===== src/hw/rtl/wbbp_pkg.sv =====
// Shared constants, widths and types for the width-budget batch planner.
package wbbp_pkg;

    localparam int BATCH_LIMIT = 6;
    localparam int MAX_ITEMS   = 65536;

    localparam int TH_W    = 10;
    localparam int BW_W    = 12;
    localparam int BUDGET_W = 20;
    localparam int CROP_W  = 16;
    localparam int POS_W   = 17;
    localparam int BEGIN_W = 16;
    localparam int CNT_W   = $clog2(BATCH_LIMIT + 1);
    localparam int DVD_W   = TH_W + CROP_W;
    localparam int STEP_W  = $clog2(DVD_W);

    localparam int CFG_IDX_W  = 2;
    localparam int CFG_DATA_W = BUDGET_W;

    localparam int S_DATA_W = 2 * CROP_W;
    localparam int M_DATA_W = 48;

    localparam logic [CFG_IDX_W-1:0] CFG_TARGET_HEIGHT = 2'd0;
    localparam logic [CFG_IDX_W-1:0] CFG_BASE_WIDTH    = 2'd1;
    localparam logic [CFG_IDX_W-1:0] CFG_MAX_WIDTH     = 2'd2;
    localparam logic [CFG_IDX_W-1:0] CFG_WIDTH_BUDGET  = 2'd3;

    localparam logic [TH_W-1:0]     TH_RESET     = 10'd48;
    localparam logic [BW_W-1:0]     BW_RESET     = 12'd320;
    localparam logic [BW_W-1:0]     MW_RESET     = 12'd3200;
    localparam logic [BUDGET_W-1:0] BUDGET_RESET = 20'd0;

    typedef struct packed {
        logic [BEGIN_W-1:0] batch_begin;
        logic [POS_W-1:0]   batch_stop;
        logic [BW_W-1:0]    widest_estimate;
        logic               run_last;
        logic               list_done;
    } wbbp_res_t;

    typedef struct packed {
        wbbp_res_t  slot_a;
        wbbp_res_t  slot_b;
        logic [1:0] n_res;
    } wbbp_plan_t;

endpackage


===== src/hw/rtl/width_budget_batch_planner_unit.sv =====
// Top level: config registers, sequencer, divider, planner and result buffer.
//
//  port group   dir  contents
//  s_axis       in   tdata = {crop_height, crop_width}, tlast = last_item
//  m_axis       out  tdata = {widest_estimate, batch_stop, batch_begin}, tuser = run_last,
//                    tlast = list_done
//  cfg          in   cfg_we / cfg_index / cfg_wdata, write only
//
// Each crop goes from transfer to its results through load, multiply, 26 divider
// steps (one quotient bit each), clamp and plan.
// s_tready is high only while the sequencer is idle.
// Results go to a two-entry buffer; planning waits there until the buffer is empty,
// so the next crop can be taken and divided while earlier results drain.
// aresetn is synchronous; it restores register defaults and empties the open batch.
module width_budget_batch_planner_unit (
    input  logic                              aclk,
    input  logic                              aresetn,
    input  logic                              s_tvalid,
    output logic                              s_tready,
    input  logic [wbbp_pkg::S_DATA_W-1:0]     s_tdata,   // crop_width, crop_height
    input  logic                              s_tlast,
    output logic                              m_tvalid,
    input  logic                              m_tready,
    output logic [wbbp_pkg::M_DATA_W-1:0]     m_tdata,   // batch_begin, batch_stop,
                                                         // widest_estimate, zero pad
    output logic                              m_tuser,   // run_last
    output logic                              m_tlast,
    input  logic                              cfg_we,
    input  logic [wbbp_pkg::CFG_IDX_W-1:0]    cfg_index,
    input  logic [wbbp_pkg::CFG_DATA_W-1:0]   cfg_wdata
);
    import wbbp_pkg::*;

    typedef enum logic [4:0] {
        S_IDLE  = 5'b00001,
        S_MUL   = 5'b00010,
        S_DIV   = 5'b00100,
        S_CLAMP = 5'b01000,
        S_PLAN  = 5'b10000
    } state_t;

    state_t state_reg, state_next;

    logic [TH_W-1:0]     th_reg;
    logic [BW_W-1:0]     bw_reg;
    logic [BW_W-1:0]     mw_reg;
    logic [BUDGET_W-1:0] budget_reg;

    logic [CROP_W-1:0] w_reg;
    logic [CROP_W-1:0] h_reg;
    logic              last_reg;
    logic [BW_W-1:0]   est_reg;

    wbbp_res_t  ob0_reg;
    wbbp_res_t  ob1_reg;
    logic [1:0] ob_cnt_reg;

    logic [TH_W-1:0]   th_eff;
    logic [CROP_W-1:0] ww;
    logic [CROP_W-1:0] hh;
    logic [BW_W-1:0]   bw_eff;
    logic [BW_W-1:0]   mw_eff;
    logic [DVD_W-1:0]  product;
    logic [DVD_W-1:0]  quotient;
    logic              div_done;
    logic              div_start;
    logic              commit;
    logic              pop;
    wbbp_plan_t        plan;

    // config writes
    always_ff @(posedge aclk) begin
        if (!aresetn) begin
            th_reg     <= TH_RESET;
            bw_reg     <= BW_RESET;
            mw_reg     <= MW_RESET;
            budget_reg <= BUDGET_RESET;
        end else if (cfg_we) begin
            unique case (cfg_index)
                CFG_TARGET_HEIGHT: th_reg     <= cfg_wdata[TH_W-1:0];
                CFG_BASE_WIDTH:    bw_reg     <= cfg_wdata[BW_W-1:0];
                CFG_MAX_WIDTH:     mw_reg     <= cfg_wdata[BW_W-1:0];
                CFG_WIDTH_BUDGET:  budget_reg <= cfg_wdata[BUDGET_W-1:0];
                default: ;
            endcase
        end
    end

    assign th_eff  = (th_reg == '0) ? TH_W'(1) : th_reg;
    assign ww      = (w_reg == '0) ? CROP_W'(1) : w_reg;
    assign hh      = (h_reg == '0) ? CROP_W'(1) : h_reg;
    assign bw_eff  = (bw_reg == '0) ? BW_W'(1) : bw_reg;
    assign mw_eff  = (mw_reg > bw_eff) ? mw_reg : bw_eff;
    assign product = {{CROP_W{1'b0}}, th_eff} * {{TH_W{1'b0}}, ww};

    assign s_tready  = (state_reg == S_IDLE);
    assign div_start = (state_reg == S_MUL);
    assign commit    = (state_reg == S_PLAN) && (ob_cnt_reg == 2'd0);
    assign pop       = m_tvalid && m_tready;

    wbbp_div u_div (
        .aclk     (aclk),
        .aresetn  (aresetn),
        .start    (div_start),
        .dividend (product),
        .divisor  (hh),
        .done     (div_done),
        .quotient (quotient)
    );

    wbbp_plan u_plan (
        .aclk    (aclk),
        .aresetn (aresetn),
        .commit  (commit),
        .est     (est_reg),
        .last    (last_reg),
        .budget  (budget_reg),
        .plan    (plan)
    );

    always_comb begin
        state_next = state_reg;
        unique case (state_reg)
            S_IDLE:  if (s_tvalid) state_next = S_MUL;
            S_MUL:   state_next = S_DIV;
            S_DIV:   if (div_done) state_next = S_CLAMP;
            S_CLAMP: state_next = S_PLAN;
            S_PLAN:  if (ob_cnt_reg == 2'd0) state_next = S_IDLE;
            default: state_next = S_IDLE;
        endcase
    end

    always_ff @(posedge aclk) begin
        if (!aresetn) begin
            state_reg <= S_IDLE;
        end else begin
            state_reg <= state_next;
        end
    end

    always_ff @(posedge aclk) begin
        if (s_tvalid && s_tready) begin
            w_reg    <= s_tdata[CROP_W-1:0];
            h_reg    <= s_tdata[2*CROP_W-1:CROP_W];
            last_reg <= s_tlast;
        end
        if (state_reg == S_CLAMP) begin
            if (quotient < {{(DVD_W-BW_W){1'b0}}, bw_eff}) begin
                est_reg <= bw_eff;
            end else if (quotient > {{(DVD_W-BW_W){1'b0}}, mw_eff}) begin
                est_reg <= mw_eff;
            end else begin
                est_reg <= quotient[BW_W-1:0];
            end
        end
    end

    // two-entry result buffer; loaded only when empty
    always_ff @(posedge aclk) begin
        if (commit) begin
            ob0_reg <= plan.slot_a;
            ob1_reg <= plan.slot_b;
        end else if (pop) begin
            ob0_reg <= ob1_reg;
        end
    end

    always_ff @(posedge aclk) begin
        if (!aresetn) begin
            ob_cnt_reg <= 2'd0;
        end else if (commit) begin
            ob_cnt_reg <= plan.n_res;
        end else if (pop) begin
            ob_cnt_reg <= ob_cnt_reg - 2'd1;
        end
    end

    assign m_tvalid = (ob_cnt_reg != 2'd0);
    assign m_tdata  = {{(M_DATA_W-BEGIN_W-POS_W-BW_W){1'b0}}, ob0_reg.widest_estimate,
                       ob0_reg.batch_stop, ob0_reg.batch_begin};
    assign m_tuser  = ob0_reg.run_last;
    assign m_tlast  = ob0_reg.list_done;

    a_buf_depth: assert property (@(posedge aclk) disable iff (!aresetn)
        ob_cnt_reg != 2'd3)
        else $error("result buffer count out of range");

    a_div_in_div: assert property (@(posedge aclk) disable iff (!aresetn)
        div_done |-> state_reg == S_DIV)
        else $error("divider finished outside the divide phase");

    a_one_item: assert property (@(posedge aclk) disable iff (!aresetn)
        s_tvalid && s_tready |=> !s_tready)
        else $error("second crop taken while one is in flight");

    a_done_is_last: assert property (@(posedge aclk) disable iff (!aresetn)
        m_tvalid && m_tlast |-> m_tuser)
        else $error("final batch of a list not marked last of its run");

endmodule


===== src/hw/rtl/wbbp_div.sv =====
// Restoring divider, one quotient bit per cycle.
module wbbp_div (
    input  logic                          aclk,
    input  logic                          aresetn,
    input  logic                          start,
    input  logic [wbbp_pkg::DVD_W-1:0]    dividend,
    input  logic [wbbp_pkg::CROP_W-1:0]   divisor,
    output logic                          done,
    output logic [wbbp_pkg::DVD_W-1:0]    quotient
);
    import wbbp_pkg::*;

    logic [DVD_W-1:0]  qd_reg;
    logic [CROP_W-1:0] rem_reg;
    logic [CROP_W-1:0] dvs_reg;
    logic [STEP_W-1:0] step_reg;
    logic              busy_reg;
    logic              done_reg;

    logic [CROP_W:0] trial;
    logic [CROP_W:0] diff;
    logic            fits;

    assign trial = {rem_reg, qd_reg[DVD_W-1]};
    assign diff  = trial - {1'b0, dvs_reg};
    assign fits  = trial >= {1'b0, dvs_reg};

    always_ff @(posedge aclk) begin
        if (start) begin
            qd_reg  <= dividend;
            rem_reg <= '0;
            dvs_reg <= divisor;
        end else if (busy_reg) begin
            qd_reg  <= {qd_reg[DVD_W-2:0], fits};
            rem_reg <= fits ? diff[CROP_W-1:0] : trial[CROP_W-1:0];
        end
    end

    always_ff @(posedge aclk) begin
        if (!aresetn) begin
            step_reg <= '0;
            busy_reg <= 1'b0;
            done_reg <= 1'b0;
        end else begin
            done_reg <= 1'b0;
            if (start) begin
                step_reg <= '0;
                busy_reg <= 1'b1;
            end else if (busy_reg) begin
                step_reg <= step_reg + STEP_W'(1);
                if (step_reg == STEP_W'(DVD_W - 1)) begin
                    busy_reg <= 1'b0;
                    done_reg <= 1'b1;
                end
            end
        end
    end

    assign done     = done_reg;
    assign quotient = qd_reg;

endmodule


===== src/hw/rtl/wbbp_plan.sv =====
// Open-batch state and the close decisions for one crop.
module wbbp_plan (
    input  logic                            aclk,
    input  logic                            aresetn,
    input  logic                            commit,
    input  logic [wbbp_pkg::BW_W-1:0]       est,
    input  logic                            last,
    input  logic [wbbp_pkg::BUDGET_W-1:0]   budget,
    output wbbp_pkg::wbbp_plan_t            plan
);
    import wbbp_pkg::*;

    logic [POS_W-1:0] open_start_reg, open_start_next;
    logic [POS_W-1:0] position_reg, position_next;
    logic [CNT_W-1:0] open_count_reg, open_count_next;
    logic [BW_W-1:0]  open_widest_reg, open_widest_next;

    logic [BW_W-1:0]            nw;
    logic [CNT_W-1:0]           cnt_inc;
    logic [BW_W+CNT_W-1:0]      prod;
    logic                       close_first;
    logic                       close_second;
    logic [CNT_W-1:0]           cnt_a;
    logic [POS_W-1:0]           start_a;
    logic [BW_W-1:0]            widest_a;
    logic [BW_W-1:0]            widest_b;
    logic [CNT_W-1:0]           cnt_b;
    logic [POS_W-1:0]           pos_b;
    wbbp_res_t                  first_res;
    wbbp_res_t                  second_res;

    always_comb begin
        nw      = (open_widest_reg > est) ? open_widest_reg : est;
        cnt_inc = open_count_reg + CNT_W'(1);
        prod    = {{CNT_W{1'b0}}, nw} * {{BW_W{1'b0}}, cnt_inc};

        close_first = (open_count_reg >= CNT_W'(BATCH_LIMIT)) ||
                      ((open_count_reg != '0) && (budget != '0) &&
                       ({{(BUDGET_W-BW_W-CNT_W){1'b0}}, prod} > budget));

        // the first result always describes the batch as it stood
        cnt_a    = close_first ? '0 : open_count_reg;
        start_a  = (cnt_a == '0) ? position_reg : open_start_reg;
        widest_a = (cnt_a == '0) ? '0 : open_widest_reg;
        widest_b = (est > widest_a) ? est : widest_a;
        cnt_b    = cnt_a + CNT_W'(1);
        pos_b    = (position_reg < POS_W'(MAX_ITEMS)) ? position_reg + POS_W'(1)
                                                       : position_reg;
        close_second = (cnt_b >= CNT_W'(BATCH_LIMIT)) || last;

        first_res.batch_begin     = open_start_reg[BEGIN_W-1:0];
        first_res.batch_stop      = position_reg;
        first_res.widest_estimate = open_widest_reg;
        first_res.run_last        = !close_second;
        first_res.list_done       = 1'b0;

        second_res.batch_begin     = start_a[BEGIN_W-1:0];
        second_res.batch_stop      = pos_b;
        second_res.widest_estimate = widest_b;
        second_res.run_last        = 1'b1;
        second_res.list_done       = last;

        plan.slot_a = close_first ? first_res : second_res;
        plan.slot_b = second_res;
        plan.n_res  = {1'b0, close_first} + {1'b0, close_second};

        if (last) begin
            open_start_next  = '0;
            position_next    = '0;
            open_count_next  = '0;
            open_widest_next = '0;
        end else if (close_second) begin
            open_start_next  = pos_b;
            position_next    = pos_b;
            open_count_next  = '0;
            open_widest_next = '0;
        end else begin
            open_start_next  = start_a;
            position_next    = pos_b;
            open_count_next  = cnt_b;
            open_widest_next = widest_b;
        end
    end

    always_ff @(posedge aclk) begin
        if (!aresetn) begin
            open_start_reg  <= '0;
            position_reg    <= '0;
            open_count_reg  <= '0;
            open_widest_reg <= '0;
        end else if (commit) begin
            open_start_reg  <= open_start_next;
            position_reg    <= position_next;
            open_count_reg  <= open_count_next;
            open_widest_reg <= open_widest_next;
        end
    end

endmodule

===== config.mk =====
export PLATFORM = sky130hd
export DESIGN_NAME = width_budget_batch_planner_unit
export DESIGN_NICKNAME = d
export VERILOG_FILES = /design/src/hw/rtl/wbbp_pkg.sv /design/src/hw/rtl/width_budget_batch_planner_unit.sv /design/src/hw/rtl/wbbp_div.sv /design/src/hw/rtl/wbbp_plan.sv
export SDC_FILE = /design/constraint.sdc
export NUM_CORES = 1
export LEC_CHECK = 0
export BUFFER_PORTS_ARGS = -buffer_cell sky130_fd_sc_hd__buf_2
export CAP_MARGIN = 10
export CORE_MARGIN = 2
export CORE_UTILIZATION = 45
export CTS_BUF_LIST = sky130_fd_sc_hd__clkbuf_4
export DETAILED_ROUTE_END_ITERATION = 7
export MAX_ROUTING_LAYER = met4
export PLACE_DENSITY = 0.69
export RECOVER_POWER = 50
export SLEW_MARGIN = 20
export SYNTH_ARGS = -nofsm -noshare
export SYNTH_HDL_FRONTEND = slang
export SYNTH_SLANG_ARGS = --single-unit

===== constraint.sdc =====
create_clock -name aclk -period 27.2 [get_ports aclk]
set_input_delay 5.44 -clock aclk [delete_from_list [all_inputs] [get_ports aclk]]
set_output_delay 5.44 -clock aclk [all_outputs]
set_load 0.02 [all_outputs]

==> results of run 1 <==
==> logic make-up (layout without fill, tap and decap cells) <==
logic type	after synthesis	in the layout
adders and majority gates	298	298
and+or+nand+nor	749	749
muxes	117	117
AOI/OAI and AO/OA	476	476
DFF	312	312
xor gates and xnor gates	72	72
other	1	4
buffers and inverters	376	513
==> cells in the mapped netlist, drive strengths merged (41+ instances only) <==
| cell | count |
|---|---|
| clkbuf | 122 |
| mux2 | 50 |
| nor2b | 69 |
| inv | 228 |
| and3 | 41 |
| a21o | 44 |
| and2 | 54 |
| fa | 122 |
| ha | 176 |
| nand2 | 344 |
| a21boi | 59 |
| a21oi | 69 |
| nor2 | 76 |
| dfxtp | 132 |
| edfxtp | 180 |
| o21ai | 143 |
| mux2i | 67 |
==> worst max-delay path: cells and delay by family (launching register included) <==
kind	cells	cell delay [ns]
simple gates	8	1.60
mux	2	0.73
fa+ha+maj	6	2.33
xor+xnor	1	0.15
compound gates	20	4.62
buf+inv	7	1.05
flops	1	0.43
==> metal layers <==
| metal | track usage, % | vias to the layer above | wire, um |
|---|---|---|---|
| li1 | - | 8496 | - |
| met1 | 26.7 | 8582 | 23900 |
| met2 | 35.8 | 469 | 27000 |
| met3 | 3.58 | 151 | 2740 |
| met4 | 8.89 | 0 | 1830 |
| met5 | - | - | 0 |
==> final cells by class <==
| cell class | count | area (um^2) |
|---|---|---|
| multi-input cells | 1715 | 13400 |
| diodes | 1 | 2.50 |
| clock buffers | 133 | 998 |
| inverters | 228 | 856 |
| repair buffers | 128 | 678 |
| well taps | 672 | 841 |
| flip-flops and latches | 312 | 8050 |
| fillers | 4721 | 25300 |
| clock inverters | 24 | 134 |
==> per-stage QoR <==
stage	util, %	hold WS, ns
global placement	47.5	0.436
finish	49.7	0.439
global route	49.7	0.455
CTS	49.7	0.446
detailed placement	47.5	0.434
floorplan	-	0.424
==> power by group through the flow <==
| stage | combinational [W] | sequential, W | clock [W] |
|---|---|---|---|
| floorplan | 0.000297 | 0.000543 | 0 |
| global placement | 0.000354 | 0.000555 | 0 |
| detailed placement | 0.000365 | 0.000556 | 0 |
| CTS | 0.000368 | 0.000546 | 0.000449 |
| global route | 0.000415 | 0.000550 | 0.000475 |
| finish | 0.000365 | 0.000547 | 0.000434 |
==> final timing paths <==
kind,from,end,slack (ns),cells after the start
hold / removal,h_reg[1],u_div.dvs_reg[1],0.44,0
setup / recovery,est_reg[5],m_tdata[36],15.99,44
hold reg to reg,h_reg[1],u_div.dvs_reg[1],0.44,0
setup reg to reg,est_reg[5],m_tdata[36],15.99,44
==> summary by stage, run 1 <==
Critical path
The critical path capture point type is a flip-flop. The critical path is of the reg -> reg type. The critical path launch point type is a flip-flop. In this run the worst path has a maximum fanout of 29.

STA puts the critical path data required time at 27.75 ns. Data arrives at the worst endpoint at 11.76 ns. The delay of the slowest cell on the worst path is 0.61 ns. The cell with the most instances on the worst path is sky130_fd_sc_hd__a21o_1.

The slowest cell on the critical path is sky130_fd_sc_hd__o21ai_0.

Layout
The most frequent standard cell in the layout excluding fill and tap cells is sky130_fd_sc_hd__nand2_1. The register with the most flip-flops in the layout has 46 of them. The library cells used most frequently in the layout, excluding fill and tap cells, are sky130_fd_sc_hd__nand2_1, sky130_fd_sc_hd__inv_1, sky130_fd_sc_hd__edfxtp_1, sky130_fd_sc_hd__ha_1, sky130_fd_sc_hd__clkbuf_4. The layout overhead on the synthesized area is 8.88%. The layout net count is 2827.

The finished layout holds 3213 standard cells, fillers aside. Once layout is done, the placed cells without fillers occupy 25000 um^2. The post-route netlist has 13.5% of its cells at a drive strength greater than 1.

Die
During I/O placement, the number of pins put on the boundary was 112. The floorplan step set the die width to 230 um. The overall die area is 52800 um^2. The region available for standard cell placement spans 50300 um^2.

The die height is 230 um. The starting utilization of the core area is 45.6%. The number of placement rows is 82.

Power and ir drop
The internal portion of total power is 0.000908 W. The worst vdd rail ir drop is 0.0000484 V. The part of the total power dissipated in sequential elements is 40.6%. The portion of total power attributed to the clock network is 32.3%. The power per cell area is 53.9 nW/um^2. The net switching component of the power is 0.000438 W. The leakage component of the power is 10.8 nW. Total power for the finished layout comes to 0.00135 W.

The combinational fraction of design power is 27.1%. The switching power as a share of total power is 32.6%.

Place
The quantity of I/O buffers inserted on ports is 108. The placed instance count is 3054. The placer congestion estimate is 0.914. The pre-CTS worst setup slack is 15.95 ns.

Summing all placed instances gives a cell area of 23900 um^2. Once detailed placement completed, the half-perimeter wirelength came to 40100 um.

Synthesis
For this run, asynchronously set or reset flops after synthesis account for 0%. The post-synthesis cell type count is 80. After synthesis the netlist holds a flip-flop and latch count of 312. The top cell type by area accounts for 23.6% of the synthesized area. After synthesis, the cell types taking the most area are sky130_fd_sc_hd__edfxtp_1, sky130_fd_sc_hd__dfxtp_1, sky130_fd_sc_hd__fa_1. The area of the mapped netlist is 22900 um^2. After technology mapping, the gate count stands at 2401. Multiplexer cells account for 5.64% of the synthesized area.

The area fraction in compound gates after synthesis is 14.1%. The basic-gate share of the synthesized area counting and, or, nand and nor cells is 15.6%. Averaged over all synthesized cells, the footprint is 9.56 um^2. The largest family of logic cells by synthesized area is adder cells. The share of synthesized cell area in full adder, half adder and majority cells is 20.2%. The cell type with the highest aggregate area in the netlist is sky130_fd_sc_hd__edfxtp_1. For this run, the leading register cell type out of synthesis is sky130_fd_sc_hd__edfxtp_1. The synthesized netlist devotes 2.75% of its cell area to XOR and XNOR gates.

The number of enable-type register cells in the synthesized netlist is 180. The sequential share of the synthesized area is 35.1%. During synthesis, Yosys emitted a total of 0 warnings.

Global routing
For this run the aggregate overflow at the end of global routing stands at 0. The via count of the first global-routing pass is 18000. The global-route wire length before repair is 90700 um. The total global routing track utilization is 21.8%. The number of antenna violations at the first check in global routing is 1. The largest net degree at the start of global routing is 84.

STA
The final worst-path setup slack is 15.99 ns. The actual transition at the worst max-transition pin is 3.93 ns. Setup repair after global routing left no endpoint under its margin. For the final routed database, the setup TNS stands at 0 ns. The post-route minimum period is 11.21 ns. The final max-slew violation count came to 374.

The final hold violation count is 0. Dividing the final minimum period by the clock period gives 41.2%. On the final layout, the worst clock skew is 0.0651 ns.

Setup violations remaining at the end of the flow were counted as 0. The upper clock frequency limit is 0.0892 GHz. The relative max-transition margin is -162%.

Outcome
The final reports fail on capacitance limit, slew limit. The run finished, with violations left.

Detailed routing
The detailed-route DRC error count is 0. The mean routed wirelength per cell is 17.3 um. The routed via count is 17700. The final antenna-violating net count is 0. In the routed layout, each cell is associated on average with a via count of 5.51. The total length of routed wires is 55400 um. The pre-antenna-repair detailed-routing pass consisted of 5 iterations. After the first detailed-routing iteration, the DRC count stood at 1197.

Run
The tool flagged a number of max-cap violations equal to 8.

Clock network
The clock drives 312 sinks. The number of hold buffers added after cts is 0. After clock tree synthesis, the setup repair step added 0 buffers. Clock latency on the worst-skew pair, taken at its later pin, is 0.83 ns.

The maximum level of the CTS H-tree is 3. The number of clock buffers added by TritonCTS is 84. The clock passes through at most 3 buffers.

TritonCTS built the clock tree. The clock slew seen by the registers of the worst setup and hold paths is 0.07 ns. The number of gates resized after cts is 0.

In this run the clock root is driven by a sky130_fd_sc_hd__clkbuf_4.

Min path
The path category of the worst min-delay check is reg -> reg.
Note: power is estimated with default switching activity, not from simulation.
==> run 2: changes to the inputs <==
--- a/config.mk
+++ b/config.mk
@@ -12,7 +12,7 @@
 export CTS_BUF_LIST = sky130_fd_sc_hd__clkbuf_4
 export DETAILED_ROUTE_END_ITERATION = 7
 export MAX_ROUTING_LAYER = met4
-export PLACE_DENSITY = 0.69
+export PLACE_DENSITY = 0.71
 export RECOVER_POWER = 50
 export SLEW_MARGIN = 20
 export SYNTH_ARGS = -nofsm -noshare
==> constraint.sdc (replaced) <==
create_clock -name aclk -period 9.3 [get_ports aclk]
set_input_delay 1.86 -clock aclk [delete_from_list [all_inputs] [get_ports aclk]]
set_output_delay 1.86 -clock aclk [all_outputs]
set_load 0.02 [all_outputs]
==> summary by stage, run 2 (synthesized netlist as in run 1, its figures left out) <==
Min path
The path category of the worst min-delay check is reg -> reg (unchanged). The start point of the worst hold path is h_reg[3] (was h_reg[1]).

Die
The overall die area is 52800 um^2 (unchanged). The core footprint is 50300 um^2 (unchanged). The die height was 230 um (unchanged). The horizontal extent of the die came to 230 um (unchanged). The starting utilization of the core area was 45.6% (unchanged).

The number of placement rows is 82 (unchanged). The boundary pin count is 112 (unchanged).

STA
The relative max-transition margin is -124% (was -162%). The final max-slew violation count came to 262 (was 374). The actual transition at the worst max-transition pin was 3.36 ns (was 3.93 ns). The post-route minimum period is 9.06 ns (was 11.21 ns). The total negative slack for setup checks is 0 ns (unchanged). The final hold violation count is 0 (unchanged).

The number of endpoints failing setup at the final stage is 0 (unchanged). The final worst-path setup slack came to 0.239 ns (was 15.99 ns). The upper clock frequency limit came to 0.110 GHz (was 0.0892 GHz). The post-route fraction of the period consumed by the critical path is 97.4% (was 41.2%). The worst clock skew was 0.0723 ns (was 0.0651 ns).

Layout
The fraction of layout instances using a drive strength above 1 came to 15.3% (was 13.5%). The final standard cell area without fillers was 25400 um^2 (was 25000 um^2). The fill cell total of the finished layout is 4625 (was 4721). The final design utilization is 50.6% (was 49.7%).

The most frequent standard cell in the layout excluding fill and tap cells is sky130_fd_sc_hd__nand2_1 (unchanged). The number of flip-flops in the largest register came to 46 (unchanged). The layout overhead on the synthesized area is 10.9% (was 8.88%). Commonest cells after routing, fill and taps aside: sky130_fd_sc_hd__nand2_1, sky130_fd_sc_hd__inv_1, sky130_fd_sc_hd__edfxtp_1, sky130_fd_sc_hd__ha_1, sky130_fd_sc_hd__dfxtp_1 (was sky130_fd_sc_hd__nand2_1, sky130_fd_sc_hd__inv_1, sky130_fd_sc_hd__edfxtp_1, sky130_fd_sc_hd__ha_1, sky130_fd_sc_hd__clkbuf_4). The layout net count is 2869 (was 2827).

Global routing
The total global routing track utilization came to 21.4% (was 21.8%). The global-route wire length before repair came to 89200 um (was 90700 um). The via count of the first global-routing pass is 17600 (was 18000).

The number of antenna violations at the first check in global routing is 2 (was 1). The remaining global-route overflow came to 0 (unchanged). The largest net degree at the start of global routing was 94 (was 84).

Place
The estimated wirelength of the detail-placed design came to 39500 um (was 40100 um). The total placed instance area is 24100 um^2 (was 23900 um^2). The placer congestion estimate is 0.927 (was 0.914). The quantity of I/O buffers inserted on ports is 108 (unchanged). The pre-CTS worst setup slack is -0.0761 ns (was 15.95 ns).

Critical path
The type of the worst setup path is reg -> reg (unchanged). The data required time at the worst endpoint is 9.86 ns (was 27.75 ns). The worst setup path startpoint was est_reg[5] (unchanged). The delay of the slowest cell on the worst path is 0.58 ns (was 0.61 ns). The critical path capture point type was a flip-flop (unchanged). The signal arrival time at the worst endpoint was 9.63 ns (was 11.76 ns). The worst reg2reg path startpoint is est_reg[5] (unchanged). The top fanout value on the critical path was 5 (was 29).

The critical path launch point type was a flip-flop (unchanged). The slowest cell on the critical path is sky130_fd_sc_hd__fa_2 (was sky130_fd_sc_hd__o21ai_0). The cell with the most instances on the worst path is sky130_fd_sc_hd__a21o_1 (unchanged).

Clock network
The clock tree from TritonCTS is done (unchanged). The maximum count of clock buffers along a single path came to 3 (unchanged). The number of buffers added by the clock tree synthesis step is 86 (was 84).

The number of hold buffers added after cts came to 0 (unchanged). The clock net sink count is 312 (unchanged). The maximum level of the CTS H-tree came to 3 (unchanged). The clock slew seen by the registers of the worst setup and hold paths is 0.07 ns (about the same). The clock latency of the later-clocked register in the worst-skew pair is 0.83 ns (about the same). The CTS root buffer was sky130_fd_sc_hd__clkbuf_4 (unchanged).

Detailed routing
The first-pass iteration count of the detailed router was 7 (was 5). The final antenna-violating net count is 0 (unchanged). The mean routed wirelength per cell is 16.9 um (was 17.3 um). The routed via count is 17700 (about the same). The total length of routed wires was 55000 um (was 55400 um). The number of DRC markers in iteration 0 is 1322 (was 1197). The via-per-instance ratio was 5.45 (was 5.51). The detailed-route DRC error count came to 0 (unchanged).

Power and ir drop
The worst vdd rail ir drop is 0.000140 V (was 0.0000484 V). The leakage component of the power is 11.1 nW (was 10.8 nW). The power per cell area came to 154 nW/um^2 (was 53.9 nW/um^2).

Outcome
Violated checks: capacitance limit, slew limit (unchanged). Outcome: finished with violations (unchanged).

Run
The reported max-cap violation count is 5 (was 8).
## run 2: area by class of cell
class                      count  area, um^2  share of cell area [%]
antenna                        3        7.51                  0.0295
clock buffer                 124         931                    3.66
clock inverter                29         170                   0.669
inverter                     228         856                    3.36
multi-input combinational   1715       13600                    53.3
sequential                   312        8050                    31.6
tap                          672         841                    3.30
timing repair buffer         168        1020                    4.01
## run 2: worst paths after layout
| kind | cells after the start | slack (ns) | to |
|---|---|---|---|
| max | 42 | 0.24 | m_tdata[43] |
| min | 0 | 0.44 | u_div.dvs_reg[3] |
| min reg2reg | 0 | 0.44 | u_div.dvs_reg[3] |
| max reg2reg | 42 | 0.24 | m_tdata[43] |
## run 2: critical path, delay by kind of cell, from the launching register on
| family | cells | cell delay [ns] |
|---|---|---|
| AOI/OAI and AO/OA | 21 | 3.92 |
| adders and majority gates | 6 | 1.87 |
| and+or+nand+nor | 6 | 1.09 |
| muxes | 2 | 0.70 |
| buffers and inverters | 6 | 0.66 |
| DFF | 1 | 0.40 |
| xor gates and xnor gates | 1 | 0.15 |
## run 2: power breakdown
group          internal [W]  switching, W
registers           0.00153     0.0000750
logic              0.000468      0.000600
clock network      0.000647      0.000605
## run 2: routing by layer
| layer | vias to the layer above | share of wire (%) | global-route usage, % |
|---|---|---|---|
| li1 | 8591 | - | - |
| met1 | 8528 | 44 | 27.1 |
| met2 | 485 | 48 | 34.1 |
| met3 | 127 | 4.7 | 3.58 |
| met4 | 0 | 3.5 | 8.87 |
| met5 | - | 0 | - |
## run 2: stage by stage
| step | power, W | instances | hold slack [ns] |
|---|---|---|---|
| global placement | 0.00266 | 3081 | 0.433 |
| global route | 0.00419 | 3251 | 0.454 |
| floorplan | 0.00246 | 2403 | 0.424 |
| CTS | 0.00396 | 3234 | 0.438 |
| detailed placement | 0.00269 | 3081 | 0.437 |
| finish | 0.00392 | 3251 | 0.437 |
## run 2: what timing repair did
action	4_1_cts	5_1_grt
setup buffers	0	13
pin swaps	0	16
setup endpoints to repair	12	36
endpoints found under the hold margin	0	0
cloned	0	1
gates resized for setup	2	48
